<file path="config.mk">
export PLATFORM = sky130hd
export DESIGN_NAME = ping_rtt_tracker_unit
export DESIGN_NICKNAME = d
export VERILOG_FILES = /design/src/rtl/prt_pkg.sv /design/src/rtl/prt_ring.sv /design/src/rtl/prt_div.sv /design/src/rtl/ping_rtt_tracker_unit.sv
export SDC_FILE = /design/constraint.sdc
export NUM_CORES = 1
export LEC_CHECK = 0
export CORE_ASPECT_RATIO = 0.6
export CORE_MARGIN = 8
export CORE_UTILIZATION = 50
export CTS_CLUSTER_SIZE = 28
export DETAILED_ROUTE_END_ITERATION = 6
export DONT_BUFFER_PORTS = 1
export HOLD_SLACK_MARGIN = 0.1
export PLACE_DENSITY = 0.75
export SETUP_SLACK_MARGIN = 0.05
export SLEW_MARGIN = 20
export SYNTH_ARGS = -nofsm -noshare
export SYNTH_HDL_FRONTEND = slang
export SYNTH_SLANG_ARGS = --single-unit
</file>
<file path="constraint.sdc">
create_clock -name i_clk -period 10.18 [get_ports i_clk]
set_input_delay 1.527 -clock i_clk [delete_from_list [all_inputs] [get_ports i_clk]]
set_output_delay 1.527 -clock i_clk [all_outputs]
set_load 0.005 [all_outputs]
</file>
<file path="src/rtl/prt_pkg.sv">
// Shared types and constants for the ping round trip time tracker.
package prt_pkg;

    localparam int unsigned PRT_WINDOW_DEF = 8;
    localparam logic [19:0] PRT_TIMEOUT_RST = 20'd1000;

    typedef enum logic [1:0] {
        MODE_SEND = 2'd0,
        MODE_PONG = 2'd1,
        MODE_TICK = 2'd2
    } t_mode;

    typedef enum logic [1:0] {
        S_IDLE,
        S_RING,
        S_DIV
    } t_state;

endpackage

</file>
<file path="src/rtl/prt_ring.sv">
// Sample ring memory with a sequential read sweep that sums the filled entries.
module prt_ring #(
    parameter int unsigned WINDOW = 8,
    parameter int unsigned AW     = (WINDOW > 1) ? $clog2(WINDOW) : 1,
    parameter int unsigned CW     = $clog2(WINDOW + 1),
    parameter int unsigned TW     = 32 + CW
) (
    input  logic          i_clk,
    input  logic          i_rst_n,
    input  logic          i_start,
    input  logic [AW-1:0] i_wr_addr,
    input  logic [31:0]   i_wr_data,
    input  logic [CW-1:0] i_count,
    output logic          o_done,
    output logic [TW-1:0] o_total
);

    logic [31:0]   r_mem [WINDOW];
    logic [31:0]   r_rd_data;
    logic          r_busy;
    logic          r_rd_pend;
    logic [CW-1:0] r_idx;
    logic [CW-1:0] r_count;
    logic [TW-1:0] r_total;
    logic          w_issue;

    assign w_issue = r_busy && (r_idx < r_count);
    assign o_done  = r_busy && (r_idx == r_count) && !r_rd_pend;
    assign o_total = r_total;

    // write on start, the sweep reads from the next cycle on
    always_ff @(posedge i_clk) begin
        if (i_start) begin
            r_mem[i_wr_addr] <= i_wr_data;
        end
        r_rd_data <= r_mem[r_idx[AW-1:0]];
    end

    always_ff @(posedge i_clk) begin
        if (!i_rst_n) begin
            r_busy    <= 1'b0;
            r_rd_pend <= 1'b0;
            r_idx     <= '0;
            r_count   <= '0;
            r_total   <= '0;
        end else if (i_start) begin
            r_busy    <= 1'b1;
            r_rd_pend <= 1'b0;
            r_idx     <= '0;
            r_count   <= i_count;
            r_total   <= '0;
        end else begin
            r_rd_pend <= w_issue;
            if (w_issue) begin
                r_idx <= r_idx + 1'b1;
            end
            if (r_rd_pend) begin
                r_total <= r_total + TW'(r_rd_data);
            end
            if (o_done) begin
                r_busy <= 1'b0;
            end
        end
    end

endmodule

</file>
<file path="src/rtl/prt_div.sv">
// Restoring divider, one quotient bit per cycle, for the window mean.
module prt_div #(
    parameter int unsigned CW = 4,
    parameter int unsigned TW = 36
) (
    input  logic          i_clk,
    input  logic          i_rst_n,
    input  logic          i_start,
    input  logic [TW-1:0] i_dividend,
    input  logic [CW-1:0] i_divisor,
    output logic          o_done,
    output logic [31:0]   o_quot
);

    localparam int unsigned NW = $clog2(TW + 1);

    logic          r_busy;
    logic [NW-1:0] r_cnt;
    logic [TW-1:0] r_q;
    logic [CW-1:0] r_rem;
    logic [CW-1:0] r_div;
    logic [CW:0]   w_trial;
    logic          w_fit;

    assign w_trial = {r_rem, r_q[TW-1]};
    assign w_fit   = w_trial >= {1'b0, r_div};
    assign o_done  = r_busy && (r_cnt == NW'(TW));
    assign o_quot  = r_q[31:0];

    always_ff @(posedge i_clk) begin
        if (!i_rst_n) begin
            r_busy <= 1'b0;
            r_cnt  <= '0;
            r_q    <= '0;
            r_rem  <= '0;
            r_div  <= '0;
        end else if (i_start) begin
            r_busy <= 1'b1;
            r_cnt  <= '0;
            r_q    <= i_dividend;
            r_rem  <= '0;
            r_div  <= i_divisor;
        end else if (o_done) begin
            r_busy <= 1'b0;
        end else if (r_busy) begin
            r_cnt <= r_cnt + 1'b1;
            r_q   <= {r_q[TW-2:0], w_fit};
            // remainder stays below the divisor, so CW bits hold it
            r_rem <= w_fit ? CW'(w_trial - {1'b0, r_div}) : w_trial[CW-1:0];
        end
    end

endmodule

</file>
<file path="src/rtl/ping_rtt_tracker_unit.sv">
// Top level of the ping round trip time tracker: control, scalar state and result word.
// Tracks one outstanding ping. Send, tick, unmatched and late-pong words need no sweep
// or division: their result word is registered at acceptance. A pong that yields a sample
// writes the sample ring at acceptance, then sweeps the ring memory one entry per cycle,
// then runs a restoring divider one bit per cycle, and its result word is registered when
// the divider finishes.
// One word is in work at a time; the input is ready when the block is idle and the
// result register is empty or being emptied. The timeout register may be written anytime
// the block is idle.
module ping_rtt_tracker_unit
    import prt_pkg::*;
#(
    parameter int unsigned WINDOW = PRT_WINDOW_DEF
) (
    input  logic        i_clk,
    input  logic        i_rst_n,
    input  logic        i_valid,
    output logic        o_ready,
    input  logic [1:0]  i_mode,
    input  logic [31:0] i_now_ms,
    input  logic [31:0] i_pong_nonce,
    input  logic        i_link_ready,
    output logic        o_valid,
    input  logic        i_ready,
    output logic        o_ping_issued,
    output logic [31:0] o_issued_nonce,
    output logic        o_sample_taken,
    output logic [31:0] o_latest_rtt,
    output logic [31:0] o_mean_rtt,
    output logic        o_ping_pending,
    output logic [3:0]  o_valid_samples,
    input  logic        i_cfg_valid,
    output logic        o_cfg_ready,
    input  logic [19:0] i_cfg_timeout_ms
);

    localparam int unsigned AW = (WINDOW > 1) ? $clog2(WINDOW) : 1;
    localparam int unsigned CW = $clog2(WINDOW + 1);
    localparam int unsigned TW = 32 + CW;

    t_state        r_state, n_state;
    logic [19:0]   r_timeout;
    logic          r_pending;
    logic [31:0]   r_sent;
    logic [31:0]   r_nonce;
    logic [AW-1:0] r_slot;
    logic [CW-1:0] r_fill;
    logic [31:0]   r_last;
    logic [31:0]   r_avg;

    logic          r_out_valid;
    logic          r_o_issued;
    logic [31:0]   r_o_nonce;
    logic          r_o_sample;
    logic [31:0]   r_o_last;
    logic [31:0]   r_o_mean;
    logic          r_o_pending;
    logic [3:0]    r_o_fill;

    logic          w_accept;
    logic [31:0]   w_age;
    logic          w_issue;
    logic          w_match;
    logic          w_sample;
    logic          w_drop;
    logic          n_pending;
    logic [31:0]   n_nonce;
    logic [CW-1:0] n_fill;
    logic [AW-1:0] n_slot;
    logic          w_ring_start;
    logic          w_ring_done;
    logic [TW-1:0] w_total;
    logic          w_div_start;
    logic          w_div_done;
    logic [31:0]   w_quot;

    assign w_accept = i_valid && o_ready;
    assign w_age    = i_now_ms - r_sent;
    assign w_issue  = (t_mode'(i_mode) == MODE_SEND) && i_link_ready && !r_pending;
    assign w_match  = (t_mode'(i_mode) == MODE_PONG) && r_pending
                      && (i_pong_nonce == r_nonce);
    assign w_sample = w_match && (w_age < {12'd0, r_timeout});
    assign w_drop   = (t_mode'(i_mode) == MODE_TICK) && r_pending
                      && (w_age >= {12'd0, r_timeout});

    always_comb begin
        n_pending = r_pending;
        n_nonce   = r_nonce;
        if (w_issue) begin
            n_pending = 1'b1;
            n_nonce   = r_nonce + 32'd1;
        end else if (w_match || w_drop) begin
            n_pending = 1'b0;
        end
        n_fill = (r_fill == CW'(WINDOW)) ? r_fill : r_fill + 1'b1;
        n_slot = (r_slot == AW'(WINDOW - 1)) ? '0 : r_slot + 1'b1;
    end

    // next state
    always_comb begin
        n_state = r_state;
        case (r_state)
            S_IDLE: begin
                if (w_accept && w_sample) begin
                    n_state = S_RING;
                end
            end
            S_RING: begin
                if (w_ring_done) begin
                    n_state = S_DIV;
                end
            end
            S_DIV: begin
                if (w_div_done) begin
                    n_state = S_IDLE;
                end
            end
            default: n_state = S_IDLE;
        endcase
    end

    // control outputs
    always_comb begin
        o_ready      = 1'b0;
        w_ring_start = 1'b0;
        w_div_start  = 1'b0;
        case (r_state)
            S_IDLE: begin
                o_ready      = !r_out_valid || i_ready;
                w_ring_start = w_accept && w_sample;
            end
            S_RING:  w_div_start = w_ring_done;
            S_DIV:   ;
            default: ;
        endcase
    end

    always_ff @(posedge i_clk) begin
        if (!i_rst_n) begin
            r_state   <= S_IDLE;
            r_timeout <= PRT_TIMEOUT_RST;
            r_pending <= 1'b0;
            r_sent    <= '0;
            r_nonce   <= '0;
            r_slot    <= '0;
            r_fill    <= '0;
            r_last    <= '0;
            r_avg     <= '0;
        end else begin
            r_state <= n_state;
            if (i_cfg_valid) begin
                r_timeout <= i_cfg_timeout_ms;
            end
            if (w_accept) begin
                r_pending <= n_pending;
                r_nonce   <= n_nonce;
                if (w_issue) begin
                    r_sent <= i_now_ms;
                end
                if (w_sample) begin
                    r_last <= w_age;
                    r_fill <= n_fill;
                    r_slot <= n_slot;
                end
            end
            if (w_div_done) begin
                r_avg <= w_quot;
            end
        end
    end

    // result word: sample words wait for the divider to fill in the mean
    always_ff @(posedge i_clk) begin
        if (!i_rst_n) begin
            r_out_valid <= 1'b0;
        end else if (w_accept) begin
            r_out_valid <= !w_sample;
        end else if (w_div_done) begin
            r_out_valid <= 1'b1;
        end else if (i_ready) begin
            r_out_valid <= 1'b0;
        end
    end

    always_ff @(posedge i_clk) begin
        if (w_accept) begin
            r_o_issued  <= w_issue;
            r_o_nonce   <= w_issue ? n_nonce : 32'd0;
            r_o_sample  <= w_sample;
            r_o_last    <= w_sample ? w_age : r_last;
            r_o_mean    <= r_avg;
            r_o_pending <= n_pending;
            r_o_fill    <= w_sample ? 4'(n_fill) : 4'(r_fill);
        end else if (w_div_done) begin
            r_o_mean <= w_quot;
        end
    end

    assign o_valid         = r_out_valid;
    assign o_ping_issued   = r_o_issued;
    assign o_issued_nonce  = r_o_nonce;
    assign o_sample_taken  = r_o_sample;
    assign o_latest_rtt    = r_o_last;
    assign o_mean_rtt      = r_o_mean;
    assign o_ping_pending  = r_o_pending;
    assign o_valid_samples = r_o_fill;
    assign o_cfg_ready     = 1'b1;

    prt_ring #(
        .WINDOW (WINDOW),
        .AW     (AW),
        .CW     (CW),
        .TW     (TW)
    ) u_ring (
        .i_clk     (i_clk),
        .i_rst_n   (i_rst_n),
        .i_start   (w_ring_start),
        .i_wr_addr (r_slot),
        .i_wr_data (w_age),
        .i_count   (n_fill),
        .o_done    (w_ring_done),
        .o_total   (w_total)
    );

    prt_div #(
        .CW (CW),
        .TW (TW)
    ) u_div (
        .i_clk      (i_clk),
        .i_rst_n    (i_rst_n),
        .i_start    (w_div_start),
        .i_dividend (w_total),
        .i_divisor  (r_fill),
        .o_done     (w_div_done),
        .o_quot     (w_quot)
    );

    a_ring_done_in_ring: assert property (@(posedge i_clk) disable iff (!i_rst_n)
        w_ring_done |-> r_state == S_RING)
        else $error("ring sweep finished outside its state");

    a_div_done_in_div: assert property (@(posedge i_clk) disable iff (!i_rst_n)
        w_div_done |-> r_state == S_DIV)
        else $error("divider finished outside its state");

    a_out_empty_busy: assert property (@(posedge i_clk) disable iff (!i_rst_n)
        (r_state == S_RING || r_state == S_DIV) |-> !r_out_valid)
        else $error("result word held while a sample is in work");

    a_fill_bound: assert property (@(posedge i_clk) disable iff (!i_rst_n)
        r_fill <= CW'(WINDOW))
        else $error("fill count beyond window");

    a_sample_nonzero: assert property (@(posedge i_clk) disable iff (!i_rst_n)
        w_div_start |-> r_fill != '0)
        else $error("mean started with an empty window");

endmodule
</file>
==> reports/qor.csv <==
metric,value,unit
syn_nets,2834,
worstHoldPathType,reg -> reg,
antenna_cells,0,
grt_max_degree,199,
cts_tree,done,
grt_usage,0.206,
drc,0,
synthFlopType,edfxtp_1,
drt-pass1-iter-count,6,
rsz0062_at_grt,false,
die_x,331,um
cp.arrival,8.49,ns
synth_edf_count,359,
final_common_cell,nand2_1,
htreeDepth,2,
place.gp.congestion,0.921,
clock_latency,0.64,ns
multi_input_area,12400,um2
syn_avg_cell_area,11.3,um2
fin_tns_setup,0,ns
synth_top_cells_by_area,"edfxtp_1 (36%), dfxtp_1 (19%), nand2_1 (6.0%), mux4_2 (4.8%), ha_1 (4.2%)",
wl,72400,um
ant_nets,0,
synth_top_area_share,0.361,
status,finished clean,
viasPerCell,5.90,
synth.distinct_cells,92,
nFillCells,4829,
yosys.area.top_type,edfxtp_1,
core-area,59100,um2
row_count,69,
vdd_ir_drop_max,0.149,mV
cts.clk_slew.worst_paths,0.06,ns
crit_type,in -> reg,
finClkSkew,0.0461,ns
wl_per_cell,21.2,um
hold_violations,0,
start_util,0.505,
ios,198,
netlist_instances,2640,
power_density,164,nW/um2
root_buffer,clkbuf_16,
finalPower,0.00532,W
die_y,205,um
numPortBuffers,0,
nets,2777,
critPathLaunchType,input pin,
hold_buffers,0,
synthToLayoutAreaGrowth,8.69,%
post_cts_buffers,0,
synth_area,29800,um2
seqCellArea,16600,um2
final-setup-viol-count,0,
cts_resized,0,
synthArstFlopShare,0,
relSlewSlack,0.215,
post_route_cells_drive_above_1_share,0.101,
dp_hpwl,50600,um
period_share,0.810,
overflow,0,
fmax,0.121,GHz
p_leak,11.6,nW
tightest_slew,1.17,ns
ys.warnings.count,0,
final_cell_mix,"nand2_1 (478), edfxtp_1 (359), dfxtp_1 (286)",
num_vias,20142,
grt_pass1_vias,19278,
timing.final.crit_period,8.25,ns
path_max_fanout,32,
antenna_found_initial,0,
cts_buffers,57,
drtIter0Drc,1848,
die_area,68000,um2
ys_seq_area_frac,0.555,
cp-end-kind,flip-flop,
finalMaxSlewViolations,0,
clock-sinks,647,
ys_seq_elements,647,
grt_pass1_wl,112000,um
cp.required,10.42,ns
max-clock-path-buffers,3,
maxCapViolCount,0,
-- metal layers --
metal / up-vias / GRT usage / part of all wire
met5: - / 0 / 0
met4: 0 / 0.0447 / 0.018
met3: 94 / 0.0479 / 0.087
met2: 835 / 0.317 / 0.43
met1: 9910 / 0.298 / 0.46
li1: 9303 / - / -
-- synthesized netlist by cell type (4+ instances only) --
library cell    n
o31ai_1         5
a311oi_1       38
a21boi_0       81
o21ai_0        60
nor3_1         35
a21o_1         34
nand2b_1       13
a21boi_1        4
ha_1           99
clkbuf_1      117
o21bai_1        5
inv_1          94
and4_1          8
nand4_1        34
mux2i_1        69
xnor2_1        79
a211oi_1       10
dfxtp_1       288
and3_1         28
nand3_1        30
a41o_1          4
a211o_1         8
xor2_1         61
a21oi_1        75
nand2_1       479
mux4_2         64
mux2_1         18
mux2_2         38
nor2_1        165
nor4_1         10
nor2b_1        29
edfxtp_1      359
buf_6           5
buf_2          12
a31oi_1        10
buf_1          11
and2_1         41
o211ai_1       14
or3_1          22
o21a_1         15
-- critical path, cell delays in order --
cell,delay [ns]
inv_1,0.02
ha_1,0.26
inv_1,0.10
fa_1,0.24
a211oi_1,0.12
o211ai_1,0.39
nand2_1,0.21
o31ai_2,0.42
nor2_1,0.11
xnor2_1,0.79
ha_1,0.39
and4_1,0.22
a221o_1,0.30
a31oi_1,0.13
o21ai_0,0.10
nor3_1,0.54
o211ai_1,0.39
nor4_4,0.39
nand4b_1,0.65
buf_8,0.40
nor4b_4,0.21
buf_4,0.51
-- power breakdown --
| group | switching [W] | leakage, nW | internal, W | total [W] |
|---|---|---|---|---|
| clock | 0.000987 | 0.903 | 0.00120 | 0.00219 |
| sequential | 0.0000200 | 5.68 | 0.00281 | 0.00283 |
| combinational | 0.000209 | 5.06 | 0.0000867 | 0.000295 |
| total | 0.00122 | 11.6 | 0.00410 | 0.00532 |
-- cells by family after synthesis --
kind of cell,Yosys count,share of synthesized area
AOI/OAI and AO/OA,394,0.0930
xor gates and xnor gates,140,0.0411
adders and majority gates,102,0.0435
buffers and inverters,243,0.0327
DFF,647,0.555
muxes,189,0.0926
other,1,0.000126
and+or+nand+nor,924,0.142
-- area by class of cell --
type	instances	share of cell area
clock inverter	35	0.0112
sequential	647	0.510
tap	781	0.0301
clock buffer	73	0.0471
multi-input combinational	1750	0.382
inverter	95	0.0111
timing repair buffer	32	0.00764
-- state kept, by name, summed over array words and instances, names as in the netlist, 2 cells and up --
| name | flops |
|---|---|
| u_ring.r_mem | 256 |
| u_div.r_q | 36 |
| u_ring.o_total | 36 |
| o_issued_nonce | 32 |
| o_latest_rtt | 32 |
| o_mean_rtt | 32 |
| r_avg | 32 |
| r_last | 32 |
| r_nonce | 32 |
| r_sent | 32 |
| u_ring.r_rd_data | 32 |
| r_timeout | 20 |
| u_div.r_cnt | 6 |
| o_valid_samples | 4 |
| r_fill | 4 |
| u_div.r_div | 4 |
| u_div.r_rem | 4 |
| u_ring.r_count | 4 |
| u_ring.r_idx | 4 |
| r_slot | 3 |
| r_state | 2 |
-- stage by stage --
| stage | cell area, um2 | hold slack (ns) | instances | setup slack (ns) | utilization |
|---|---|---|---|---|---|
| floorplan | 29800 | 0.435 | 2640 | 1.13 | - |
| global placement | 30500 | 0.442 | 3304 | 1.84 | 0.516 |
| detailed placement | 30500 | 0.456 | 3304 | 1.33 | 0.516 |
| CTS | 32400 | 0.466 | 3412 | 1.94 | 0.548 |
| global route | 32400 | 0.476 | 3413 | 1.64 | 0.549 |
| finish | 32400 | 0.464 | 3413 | 1.93 | 0.549 |
-- worst paths after layout --
kind,start,end,slack (ns),depth (start not counted)
min,r_sent[5],r_sent[5],0.46,2
min reg2reg,r_sent[5],r_sent[5],0.46,2
max reg2reg,r_sent[0],u_ring.r_mem[1][30],2.55,21
max,i_now_ms[0],u_ring.r_mem[1][30],1.93,22
Power figures use the tool's default switching activity.
